**config.mk**
```make
export PLATFORM = sky130hd
export DESIGN_NAME = tile_gid_to_atlas_rect
export DESIGN_NICKNAME = d
export VERILOG_FILES = /design/src/hw/rtl/tgar_pkg.sv /design/src/hw/rtl/tile_gid_to_atlas_rect.sv /design/src/hw/rtl/tgar_sel_cell.sv /design/src/hw/rtl/tgar_div_cell.sv /design/src/hw/rtl/tgar_scale.sv
export SDC_FILE = /design/constraint.sdc
export NUM_CORES = 2
export LEC_CHECK = 0
export ABC_AREA = 1
export BUFFER_PORTS_ARGS = -buffer_cell sky130_fd_sc_hd__buf_2
export CORE_MARGIN = 10
export CORE_UTILIZATION = 62
export DETAILED_ROUTE_END_ITERATION = 8
export PLACE_DENSITY = 0.91
export SLEW_MARGIN = 20
export SYNTH_ARGS = -nofsm -noshare
export SYNTH_HDL_FRONTEND = slang
export SYNTH_SLANG_ARGS = --single-unit
```
**constraint.sdc**
```tcl
create_clock -name clk -period 5.7 [get_ports clk]
set_clock_uncertainty 0.15 [all_clocks]
set_input_delay 0.855 -clock clk [delete_from_list [all_inputs] [get_ports clk]]
set_output_delay 0.855 -clock clk [all_outputs]
set_load 0.01 [all_outputs]
```
**src/hw/rtl/tgar_pkg.sv**
```systemverilog
`default_nettype none

package tgar_pkg;

  // Field widths of the input word, the result word and the tileset words.
  localparam int GID_W      = 16;
  localparam int COLS_W     = 8;
  localparam int PIX_W      = 8;
  localparam int SRC_X_W    = 16;
  localparam int SRC_Y_W    = 24;
  localparam int OUT_IDX_W  = 2;
  localparam int WORD_W     = 40;
  localparam int IN_USE_W   = 3;

  // Tileset index carried through the pipeline; covers up to eight tilesets.
  localparam int SEL_IDX_W  = 3;

  // One divider cell resolves one quotient bit of the local id.
  localparam int DIV_STEPS  = GID_W;

  // Default number of tilesets.
  localparam int NUM_TILESETS_DEF = 4;

  // Result status codes.
  typedef enum logic [1:0] {
    ST_RESOLVED  = 2'd0,
    ST_EMPTY     = 2'd1,
    ST_NO_MATCH  = 2'd2,
    ST_ZERO_COLS = 2'd3
  } status_t;

  // Running best match handed along the selection cells.
  typedef struct packed {
    logic [GID_W-1:0]     gid;
    logic                 found;
    logic [SEL_IDX_W-1:0] idx;
    logic [GID_W-1:0]     first;
    logic [COLS_W-1:0]    cols;
    logic [PIX_W-1:0]     tw;
    logic [PIX_W-1:0]     th;
  } sel_t;

  // Partial division handed along the divider cells.
  typedef struct packed {
    status_t              status;
    logic [SEL_IDX_W-1:0] idx;
    logic [COLS_W-1:0]    cols;
    logic [PIX_W-1:0]     tw;
    logic [PIX_W-1:0]     th;
    logic [GID_W-1:0]     num;
    logic [COLS_W-1:0]    rem;
  } div_t;

  // Field extraction from a packed tileset word.
  function automatic logic [GID_W-1:0] ts_first(input logic [WORD_W-1:0] w);
    ts_first = w[15:0];
  endfunction

  function automatic logic [COLS_W-1:0] ts_cols(input logic [WORD_W-1:0] w);
    ts_cols = w[23:16];
  endfunction

  function automatic logic [PIX_W-1:0] ts_tw(input logic [WORD_W-1:0] w);
    ts_tw = w[31:24];
  endfunction

  function automatic logic [PIX_W-1:0] ts_th(input logic [WORD_W-1:0] w);
    ts_th = w[39:32];
  endfunction

endpackage

`default_nettype wire

```
**src/hw/rtl/tile_gid_to_atlas_rect.sv**
```systemverilog
`default_nettype none

// Channel   Ports                                      Handshake
// input     in_tile_gid                                start high, busy low
// result    out_status, out_tileset_index, out_source_x,
//           out_source_y, out_rect_width, out_rect_height  out_strobe, one cycle
// config    cfg_index, cfg_wdata                       cfg_we
//
// A new word is taken in every cycle; busy is never raised.
// Each word passes through one tileset cell per tileset, the setup register,
// sixteen divider cells and the scaling register before it leaves.
// Reset clears the configuration and drops every word in flight.
// The receiver cannot stall, so the pipeline never holds.

module tile_gid_to_atlas_rect #(
  parameter int NUM_TILESETS = tgar_pkg::NUM_TILESETS_DEF
) (
  input  wire logic                                  clk,
  input  wire logic                                  rst_n,
  input  wire logic                                  start,
  output logic                                       busy,
  input  wire logic [tgar_pkg::GID_W-1:0]            in_tile_gid,
  output logic                                       out_strobe,
  output logic [1:0]                                 out_status,
  output logic [tgar_pkg::OUT_IDX_W-1:0]             out_tileset_index,
  output logic [tgar_pkg::SRC_X_W-1:0]               out_source_x,
  output logic [tgar_pkg::SRC_Y_W-1:0]               out_source_y,
  output logic [tgar_pkg::PIX_W-1:0]                 out_rect_width,
  output logic [tgar_pkg::PIX_W-1:0]                 out_rect_height,
  input  wire logic                                  cfg_we,
  input  wire logic [$clog2(NUM_TILESETS+1)-1:0]     cfg_index,
  input  wire logic [tgar_pkg::WORD_W-1:0]           cfg_wdata
);
  import tgar_pkg::*;

  localparam int CFG_IDX_W = $clog2(NUM_TILESETS + 1);
  localparam int LATENCY   = NUM_TILESETS + DIV_STEPS + 2;

  logic [WORD_W-1:0]   ts_word_r [NUM_TILESETS];
  logic [IN_USE_W-1:0] in_use_r;

  logic sel_v [NUM_TILESETS+1];
  sel_t sel_c [NUM_TILESETS+1];
  logic div_v [DIV_STEPS+1];
  div_t div_c [DIV_STEPS+1];

  logic prep_v_r;
  div_t prep_r;
  div_t prep_nxt;
  sel_t last_sel;

  // Every word is taken as it comes.
  assign busy = 1'b0;

  // Tileset registers.
  for (genvar k = 0; k < NUM_TILESETS; k++) begin : g_ts
    always_ff @(posedge clk) begin
      if (!rst_n) begin
        ts_word_r[k] <= '0;
      end else if (cfg_we && (cfg_index == CFG_IDX_W'(k))) begin
        ts_word_r[k] <= cfg_wdata;
      end
    end
  end

  // Count of tilesets in use.
  always_ff @(posedge clk) begin
    if (!rst_n) begin
      in_use_r <= '0;
    end else if (cfg_we && (cfg_index == CFG_IDX_W'(NUM_TILESETS))) begin
      in_use_r <= cfg_wdata[IN_USE_W-1:0];
    end
  end

  // Head of the selection chain: no match yet.
  always_comb begin
    sel_v[0]       = start && !busy;
    sel_c[0]       = '0;
    sel_c[0].gid   = in_tile_gid;
  end

  // Selection chain, one cell per tileset.
  for (genvar k = 0; k < NUM_TILESETS; k++) begin : g_sel
    tgar_sel_cell #(.CELL_IDX(k)) u_cell (
      .clk     (clk),
      .rst_n   (rst_n),
      .in_use  (in_use_r),
      .word    (ts_word_r[k]),
      .i_valid (sel_v[k]),
      .i_sel   (sel_c[k]),
      .o_valid (sel_v[k+1]),
      .o_sel   (sel_c[k+1])
    );
  end

  // Setup: settle the status and form the local id as the dividend.
  always_comb begin
    last_sel        = sel_c[NUM_TILESETS];
    prep_nxt        = '0;
    prep_nxt.idx    = last_sel.idx;
    prep_nxt.cols   = last_sel.cols;
    prep_nxt.tw     = last_sel.tw;
    prep_nxt.th     = last_sel.th;
    prep_nxt.num    = last_sel.gid - last_sel.first;
    prep_nxt.rem    = '0;
    if (last_sel.gid == '0) begin
      prep_nxt.status = ST_EMPTY;
    end else if (!last_sel.found) begin
      prep_nxt.status = ST_NO_MATCH;
    end else if (last_sel.cols == '0) begin
      prep_nxt.status = ST_ZERO_COLS;
    end else begin
      prep_nxt.status = ST_RESOLVED;
    end
  end

  always_ff @(posedge clk) begin
    if (!rst_n) begin
      prep_v_r <= 1'b0;
    end else begin
      prep_v_r <= sel_v[NUM_TILESETS];
    end
  end

  always_ff @(posedge clk) begin
    prep_r <= prep_nxt;
  end

  assign div_v[0] = prep_v_r;
  assign div_c[0] = prep_r;

  // Divider chain, one quotient bit per cell.
  for (genvar j = 0; j < DIV_STEPS; j++) begin : g_div
    tgar_div_cell u_cell (
      .clk     (clk),
      .rst_n   (rst_n),
      .i_valid (div_v[j]),
      .i_div   (div_c[j]),
      .o_valid (div_v[j+1]),
      .o_div   (div_c[j+1])
    );
  end

  // Pixel scaling and the result register.
  tgar_scale u_scale (
    .clk             (clk),
    .rst_n           (rst_n),
    .i_valid         (div_v[DIV_STEPS]),
    .i_div           (div_c[DIV_STEPS]),
    .o_strobe        (out_strobe),
    .o_status        (out_status),
    .o_tileset_index (out_tileset_index),
    .o_source_x      (out_source_x),
    .o_source_y      (out_source_y),
    .o_rect_width    (out_rect_width),
    .o_rect_height   (out_rect_height)
  );

`ifndef SYNTHESIS
  a_word_leaves: assert property (@(posedge clk) disable iff (!rst_n)
    (start && !busy) |-> ##LATENCY out_strobe)
    else $error("accepted word did not leave on time");

  a_no_spurious: assert property (@(posedge clk) disable iff (!rst_n)
    out_strobe |-> $past(start && !busy, LATENCY))
    else $error("result without an accepted word");

  a_unresolved_zero: assert property (@(posedge clk) disable iff (!rst_n)
    (out_strobe && (out_status != ST_RESOLVED)) |->
      ((out_tileset_index == '0) && (out_source_x == '0) && (out_source_y == '0) &&
       (out_rect_width == '0) && (out_rect_height == '0)))
    else $error("unresolved result carries nonzero fields");
`endif

endmodule

`default_nettype wire

```
**src/hw/rtl/tgar_sel_cell.sv**
```systemverilog
`default_nettype none

module tgar_sel_cell #(
  parameter int CELL_IDX = 0
) (
  input  wire logic                             clk,
  input  wire logic                             rst_n,
  input  wire logic [tgar_pkg::IN_USE_W-1:0]    in_use,
  input  wire logic [tgar_pkg::WORD_W-1:0]      word,
  input  wire logic                             i_valid,
  input  wire tgar_pkg::sel_t                   i_sel,
  output logic                                  o_valid,
  output tgar_pkg::sel_t                        o_sel
);
  import tgar_pkg::*;

  logic [GID_W-1:0] first;
  logic             hit;
  logic             valid_r;
  sel_t             sel_r;
  sel_t             sel_nxt;

  // Take this tileset over the running best when it is in use, its first id
  // is not above the gid, and nothing has matched yet or that id is strictly larger than the best so far.
  always_comb begin
    first   = ts_first(word);
    hit     = (in_use > IN_USE_W'(CELL_IDX)) && (first <= i_sel.gid) &&
              (!i_sel.found || (first > i_sel.first));
    sel_nxt = i_sel;
    if (hit) begin
      sel_nxt.found = 1'b1;
      sel_nxt.idx   = SEL_IDX_W'(CELL_IDX);
      sel_nxt.first = first;
      sel_nxt.cols  = ts_cols(word);
      sel_nxt.tw    = ts_tw(word);
      sel_nxt.th    = ts_th(word);
    end
  end

  // Valid flag of the stage.
  always_ff @(posedge clk) begin
    if (!rst_n) begin
      valid_r <= 1'b0;
    end else begin
      valid_r <= i_valid;
    end
  end

  // Payload of the stage.
  always_ff @(posedge clk) begin
    sel_r <= sel_nxt;
  end

  assign o_valid = valid_r;
  assign o_sel   = sel_r;

`ifndef SYNTHESIS
  a_found_not_above_gid: assert property (@(posedge clk) disable iff (!rst_n)
    (o_valid && o_sel.found) |-> (o_sel.first <= o_sel.gid))
    else $error("selected first id above gid");
`endif

endmodule

`default_nettype wire

```
**src/hw/rtl/tgar_div_cell.sv**
```systemverilog
`default_nettype none

module tgar_div_cell (
  input  wire logic           clk,
  input  wire logic           rst_n,
  input  wire logic           i_valid,
  input  wire tgar_pkg::div_t i_div,
  output logic                o_valid,
  output tgar_pkg::div_t      o_div
);
  import tgar_pkg::*;

  logic [COLS_W:0] trial;
  logic            ge;
  logic            valid_r;
  div_t            div_r;
  div_t            div_nxt;

  // One restoring division step: bring down the next dividend bit and
  // subtract the column count when it fits; the quotient bit shifts in low.
  always_comb begin
    trial   = {i_div.rem, i_div.num[GID_W-1]};
    ge      = (trial >= {1'b0, i_div.cols});
    div_nxt = i_div;
    div_nxt.num = {i_div.num[GID_W-2:0], ge};
    if (ge) begin
      div_nxt.rem = COLS_W'(trial - {1'b0, i_div.cols});
    end else begin
      div_nxt.rem = trial[COLS_W-1:0];
    end
  end

  // Valid flag of the stage.
  always_ff @(posedge clk) begin
    if (!rst_n) begin
      valid_r <= 1'b0;
    end else begin
      valid_r <= i_valid;
    end
  end

  // Payload of the stage.
  always_ff @(posedge clk) begin
    div_r <= div_nxt;
  end

  assign o_valid = valid_r;
  assign o_div   = div_r;

`ifndef SYNTHESIS
  a_rem_below_cols: assert property (@(posedge clk) disable iff (!rst_n)
    (o_valid && (o_div.cols != '0)) |-> (o_div.rem < o_div.cols))
    else $error("partial remainder not below column count");
`endif

endmodule

`default_nettype wire

```
**src/hw/rtl/tgar_scale.sv**
```systemverilog
`default_nettype none

module tgar_scale (
  input  wire logic                            clk,
  input  wire logic                            rst_n,
  input  wire logic                            i_valid,
  input  wire tgar_pkg::div_t                  i_div,
  output logic                                 o_strobe,
  output logic [1:0]                           o_status,
  output logic [tgar_pkg::OUT_IDX_W-1:0]       o_tileset_index,
  output logic [tgar_pkg::SRC_X_W-1:0]         o_source_x,
  output logic [tgar_pkg::SRC_Y_W-1:0]         o_source_y,
  output logic [tgar_pkg::PIX_W-1:0]           o_rect_width,
  output logic [tgar_pkg::PIX_W-1:0]           o_rect_height
);
  import tgar_pkg::*;

  logic                 strobe_r;
  status_t              status_r;
  status_t              status_nxt;
  logic [OUT_IDX_W-1:0] idx_r;
  logic [OUT_IDX_W-1:0] idx_nxt;
  logic [SRC_X_W-1:0]   x_r;
  logic [SRC_X_W-1:0]   x_nxt;
  logic [SRC_Y_W-1:0]   y_r;
  logic [SRC_Y_W-1:0]   y_nxt;
  logic [PIX_W-1:0]     w_r;
  logic [PIX_W-1:0]     w_nxt;
  logic [PIX_W-1:0]     h_r;
  logic [PIX_W-1:0]     h_nxt;

  // Column and row scaled to pixels; unresolved words carry zeros.
  always_comb begin
    status_nxt = i_div.status;
    idx_nxt    = '0;
    x_nxt      = '0;
    y_nxt      = '0;
    w_nxt      = '0;
    h_nxt      = '0;
    if (i_div.status == ST_RESOLVED) begin
      idx_nxt = i_div.idx[OUT_IDX_W-1:0];
      x_nxt   = SRC_X_W'({8'd0, i_div.rem} * {8'd0, i_div.tw});
      y_nxt   = SRC_Y_W'({8'd0, i_div.num} * {16'd0, i_div.th});
      w_nxt   = i_div.tw;
      h_nxt   = i_div.th;
    end
  end

  // Result strobe.
  always_ff @(posedge clk) begin
    if (!rst_n) begin
      strobe_r <= 1'b0;
    end else begin
      strobe_r <= i_valid;
    end
  end

  // Result payload.
  always_ff @(posedge clk) begin
    status_r <= status_nxt;
    idx_r    <= idx_nxt;
    x_r      <= x_nxt;
    y_r      <= y_nxt;
    w_r      <= w_nxt;
    h_r      <= h_nxt;
  end

  assign o_strobe        = strobe_r;
  assign o_status        = status_r;
  assign o_tileset_index = idx_r;
  assign o_source_x      = x_r;
  assign o_source_y      = y_r;
  assign o_rect_width    = w_r;
  assign o_rect_height   = h_r;

endmodule

`default_nettype wire
```
-- After elaboration in Yosys (flattened, before gate mapping)
Memory sizes are Yosys's and may differ from the RTL's.
Cells that the tools add are included.
W data, S select, Z words.
- flip-flop bits (word level): 1189
- bits in writable memories: 160
- input port bits: 63
- output and inout port bits: 62
- logic and storage cells: 291
- memories kept: 1
- add/sub/neg operators: 17
- multiply operators: 2
- $lt $le $gt $ge: 27
- equal/unequal tests: 4
- multiplexer cells: 39
- bitwise operators: 4
- reduce and logical (&&, ||, !) cells: 22
- memory list (name ; words ; bits a word ; rd ports ; clocked after Yosys merged registers in ; wr ports ; line ; text):
    ts_word_r ; 4 ; 40 ; 4 ; 0 ; 4 ; tile_gid_to_atlas_rect.sv:39 ; logic [WORD_W-1:0] ts_word_r [NUM_TILESETS];
- operators with widths (operator ; count):
    $mux W40 ; 7
    $ge A9 B8 Y1 ; 15
    $mux W8 ; 15
    $sub A8 B8 Y8 ; 15
    $le A16 B16 Y1 ; 4
    $gt A16 B16 Y1 ; 3
    $mux W44 ; 1
    $mul A16 B8 Y24 ; 1
    $logic_not A16 Y1 ; 1
    $mul A8 B8 Y16 ; 1
    $sub A16 B16 Y16 ; 1
    $mux W1 ; 14
    $logic_and A1 B1 Y1 ; 12
    $ge A1 B8 Y1 ; 1
    $logic_not A8 Y1 ; 1
    $sub A1 B8 Y8 ; 1
    $eq A3 B2 Y1 const B ; 2
    $gt A3 B1 Y1 const B ; 2
    $gt A3 B2 Y1 const B ; 2
    $mux W2 ; 2
    $or A1 B1 Y1 ; 4
    $eq A3 B1 Y1 const B ; 1
    $eq A3 B3 Y1 const B ; 1
    $logic_not A1 Y1 ; 3
    3 further kinds ; 5

-- Longest topological paths before layout
- depth after elaboration: 6
- mapped depth: 23
- gate-level depth less buffers: 21

-- Cells and area by module
Synthesis repeated with hierarchy kept, for this count alone.
- cell total of the unflattened synthesis: 5870
- area, all modules: 54961.5 um^2
- modules (own cells, without submodules) (module ; times used ; cells each ; area an instance (um^2) ; sequential area each (um^2)):
    tgar_div_cell at g_div[0].u_cell ... ; 10 ; 165 ; 1742.9 ; 1081.0
    tgar_div_cell at g_div[4].u_cell ... ; 6 ; 164 ; 1722.9 ; 1081.0
    tgar_scale ; 1 ; 1200 ; 8461.9 ; 1221.2
    tile_gid_to_atlas_rect ; 1 ; 669 ; 7838.8 ; 5785.5
    tgar_sel_cell at g_sel[2].u_cell ; 1 ; 342 ; 2740.1 ; 1221.2
    tgar_sel_cell at g_sel[1].u_cell ; 1 ; 342 ; 2738.9 ; 1221.2
    tgar_sel_cell at g_sel[3].u_cell ; 1 ; 342 ; 2725.1 ; 1221.2
    tgar_sel_cell at g_sel[0].u_cell ; 1 ; 341 ; 2690.1 ; 1221.2

-- Worst setup path before layout
OpenSTA, ideal clock, no wires.
- path kind: flip-flop to flip-flop
- from: register g_div[15].u_cell.div_r, in the netlist g_div[15].u_cell.o_div[31]
- to: register u_scale.y_r[17], in the netlist u_scale.o_source_y[17]
- library setup time: 0.115 ns
- data arrival time: 4.142 ns
- data required time: 5.435 ns
- path slack: 1.293 ns
- stages on the path, launching flop included: 22
- path buffers: 2
- period minus slack after synthesis: 4.407 ns
- path through: dfxtp_1 clkbuf_1 clkbuf_1 nand2_1 fa_1 fa_1 inv_1 fa_1 inv_1 fa_1 inv_1 ha_1 nand2_1 inv_1 a21oi_1 inv_1 nand2_1 nand2_1 nand2_1 nand3_1 nand2_1 nor2_1
- longest elaborated chain between the ends: 1
- ends and longest elaborated chain (what ; line ; text):
    from (decl) ; tgar_div_cell.sv:16 ; div_t div_r;
    from (signal assigned) ; tgar_div_cell.sv:44 ; div_r <= div_nxt;
    $mul A16 B8 Y24 ; tgar_scale.sv:43 ; y_nxt = SRC_Y_W'({8'd0, i_div.num} * {16'd0, i_div.th});
    to (signal assigned) ; tgar_scale.sv:63 ; y_r <= y_nxt;
    to (decl) ; tgar_scale.sv:25 ; logic [SRC_Y_W-1:0] y_r;
Every way passes these cells.
A chain may end at the register's enable or synchronous reset.

-- Final worst setup path
- from: register g_div[15].u_cell.div_r, in the netlist g_div[15].u_cell.o_div[28]
- to: register u_scale.y_r[18], in the netlist u_scale.o_source_y[18]
The elaborated chain is that of the path after synthesis.

==> summary.md <==
| Metric | Value |
|---|---|
| DR iter-0 viols | `2,524` |
| # Post-CTS Setup Buffers | `0` |
| Post-synthesis register bit count | `1,346` |
| Total grt overflow | `0` |
| Overall Power | `0.0281 W` |
| Clock root cell | `clkbuf_16` |
| Req. time, crit path | `6.12 ns` |
| H-tree lvl count | `3` |
| PwrDens | `515 mW/mm2` |
| Worst setup EP type | `flop` |
| Relative slew slack | `0.364` |
| Fraction of layout cells with a size suffix above 1 | `0.0818` |
| Peak fanout along the critical path | `17` |
| Max Slew Vio Count | `0` |
| Vias in the first global route | `34.3k` |
| Cells after Synth | `4,922` |
| Syn nets | `5,450` |
| Final Hold Vio Count | `0` |
| FF-to-FF End | `u_scale.o_source_y[18]` |
| Worst setup path class | `flop to flop` |
| Final setup viols | `0` |
| Synth Area in Compound Gates | `0.0491` |
| Initial antenna violation count | `0` |
| Avg Synthesized Cell Area | `9.95 um2` |
| Fin Setup TNS | `0 ns` |
| Routability cong. | `0.884` |
| Worst hold path depth | `1` |
| Synth top area share | `0.485` |
| CTS tree | `done` |
| Hold Crit Class | `input pin to flop` |
| Tot GR Track Use | `0.225` |
| Largest net degree at the start of global routing | `43` |
| Max Fclk | `216 MHz` |
| WHS | `0.120 ns` |
| Nets@finish | `5,579` |
| Unrepaired setup endpoints after global routing | `false` |
| Largest family of logic cells by synthesized area | `adder cells` |
| Adder-cell share of the synthesized area | `0.140` |
| Number of synthesis warnings | `0` |
| DP Wirelength | `65.1 mm` |
| Max-cap viol count | `0` |
| EDFF count, synth | `160` |
| Ys flop type | `dfxtp_1` |
| Drt via density | `5.22` |
| CTS Hold Bufs | `0` |
| Ys async rst share | `0` |
| IO Port Bufs | `123` |
| Hold EP | `g_sel[0].u_cell.o_sel[55]` |
| Leak | `26.4 nW` |
| Crit start category | `flop` |
| Global-route wire length before repair | `167 mm` |
| Final worst-path cycle share | `0.814` |
| Core area | `0.0786 mm2` |
| Clock buffer depth | `3` |
| Largest area contributor in the netlist | `dfxtp_1` |
| Register area share after synthesis | `0.583` |
| Total CTS buffers | `119` |
| Die area | `0.0907 mm2` |
| VDD IR max | `313 uV` |
| CTS clk-pin slew, worst paths | `0.06 ns` |
| Worst r2r src | `g_div[15].u_cell.o_div[28]` |
| ANT nets after route | `0` |
| XOR/XNOR Fraction of Synth Area | `0.0150` |
| Number of diodes | `0` |
| Starting density of the core | `0.623` |
| Synth area leaders | `dfxtp_1, edfxtp_1, ha_1` |
| Worst Max-Slew Pin Slew | `0.950 ns` |
| Mux cell area share after synthesis | `0` |
| Synthesized-area fraction occupied by and/or/nand/nor cells | `0.132` |
| Die Y | `301 um` |
| CTS Sinks | `1,346` |
| Clock Latency Late Sink | `0.70 ns` |
| Post-Route WL | `102 mm` |
| Die width | `301 um` |
| Area growth syn-to-layout | `11.5%` |
| Post-CTS sizing | `0` |
| Post-Synthesis Cell Area | `0.0490 mm2` |
| Row Count | `103` |
| Clock period minus worst slack | `4.64 ns` |
| Vias after detailed routing | `32.4k` |
| IO Pins | `125` |
| R2R depth | `14` |
| Drt drc | `0` |
| Drt first pass iters | `8` |
| Wire per inst | `16.4 um` |
| Min-delay src | `in_tile_gid[11]` |
| Distinct cells, synth | `48` |
| R2r setup slk | `1.06 ns` |
| Critical path data arrival time | `5.06 ns` |
| Outcome | `finished clean` |
[area by class of cell]
class / count / area [um2]
Clock buffer: 172 / 3630
Fill cell: 5065 / 24000
Clock inverter: 54 / 694
Inverter: 882 / 3310
Multi-Input combinational cell: 2567 / 16500
Sequential cell: 1346 / 28500
Timing Repair Buffer: 135 / 706
Tap cell: 1050 / 1310
[where the power goes]
group / total [W] / internal (W) / leakage (nW) / switching (W)
registers: 0.0124 / 0.0114 / 11.3 / 0.000942
clock network: 0.00853 / 0.00497 / 2.12 / 0.00356
logic: 0.00725 / 0.00262 / 13.0 / 0.00463
total: 0.0281 / 0.0190 / 26.4 / 0.00914
[sequential cells by signal, summed over array words and instances (netlist names)]
name,flops
u_scale.o_tileset_index,2
u_scale.o_rect_height,8
u_scale.o_rect_width,8
ts_word_r,160
u_scale.o_source_y,24
u_scale.o_source_x,16
div_c,44
g_div.u_cell.o_div,824
prep_v_r,1
g_sel.u_cell.o_valid,4
g_div.u_cell.o_valid,16
u_scale.o_status,2
in_use_r,3
u_scale.o_strobe,1
g_sel.u_cell.o_sel,233
[cell usage after synthesis (2+ instances only)]
cell type     n
dfxtp_1    1186
nand2_1     931
inv_1       870
nor2_1      347
ha_1        329
nand3_1     197
a21oi_1     187
edfxtp_1    160
fa_1        136
o21ai_0     116
clkbuf_1     66
o21ai_1      53
xor2_1       49
xnor2_1      35
nand4_1      30
buf_2        26
nor3_1       22
nand2_2      19
buf_6        18
a21oi_2      15
o21bai_1     14
a21o_1       13
o21ai_2      12
or2_2        12
buf_4        11
inv_2        11
a31oi_1       8
o21a_1        7
nor4_1        6
buf_1         4
nand3b_1      3
nor3b_1       3
nor4_2        3
o31ai_1       3
or2_1         3
or3_1         3
clkbuf_2      2
nor3_2        2
[worst max-delay path, stage by stage, from the launching register on]
cell	delay (ns)
dfxtp_1	0.75
nand2_1	0.19
fa_1	0.59
fa_1	0.44
fa_1	0.57
inv_1	0.06
fa_1	0.47
ha_1	0.34
inv_1	0.12
o21ai_0	0.13
a21oi_1	0.23
a21boi_0	0.27
nand3_1	0.10
nand2_1	0.07
nor2_1	0.05
[through the flow]
step                      cell area (um2)  utilization  worst slack, ns  instances
after CTS                           54700        0.695             1.06       6206
final                               54700        0.695             1.06       6206
after detailed placement            50300        0.640             1.07       5980
after global routing                54700        0.695            0.665       6206
after global placement              50300        0.640             1.10       5980
after floorplan                     49000            -             1.29       4922
[metal layers]
metal  GRT usage  routed length [um]  up-vias
li1            -                   -    15500
met1       0.232               36700    15200
met2       0.429               54200     1229
met3      0.0380                5610      447
met4       0.120                5540        0
met5           0                   0        -
[how the worst max path moves through the flow]
stage	startpoint	endpoint	slack, ns
3_3_place_gp	g_div[15].u_cell.o_div[28]	u_scale.o_source_y[17]	1.10
5_1_grt	g_div[15].u_cell.o_div[28]	u_scale.o_source_y[23]	0.66
3_5_place_dp	g_div[15].u_cell.o_div[28]	u_scale.o_source_y[17]	1.07
4_1_cts	g_div[15].u_cell.o_div[28]	u_scale.o_source_y[17]	1.06
2_1_floorplan	g_div[15].u_cell.o_div[31]	u_scale.o_source_y[17]	1.29
6_report	g_div[15].u_cell.o_div[28]	u_scale.o_source_y[18]	1.06
[cell usage in the layout (no fill, tap or decap), drive strengths merged, types with 30 or more instances in the layout]
| cell | count |
|---|---|
| clkbuf | 172 |
| o21ai | 181 |
| buf | 135 |
| inv | 893 |
| dfxtp | 1186 |
| nand2 | 951 |
| a21oi | 203 |
| ha | 329 |
| nor2 | 347 |
| fa | 136 |
| nand4 | 30 |
| nand3 | 197 |
| xor2 | 49 |
| edfxtp | 160 |
| xnor2 | 35 |
[logic make-up (layout without fill, tap and decap cells)]
logic type      Yosys count  count (layout)
compound gates          434             434
xor+xnor                 84              84
fa+ha+maj               465             465
buf+inv                1009            1243
flops                  1346            1346
other cells               1               1
simple gates           1583            1583
(Power assumes the default switching activity.)
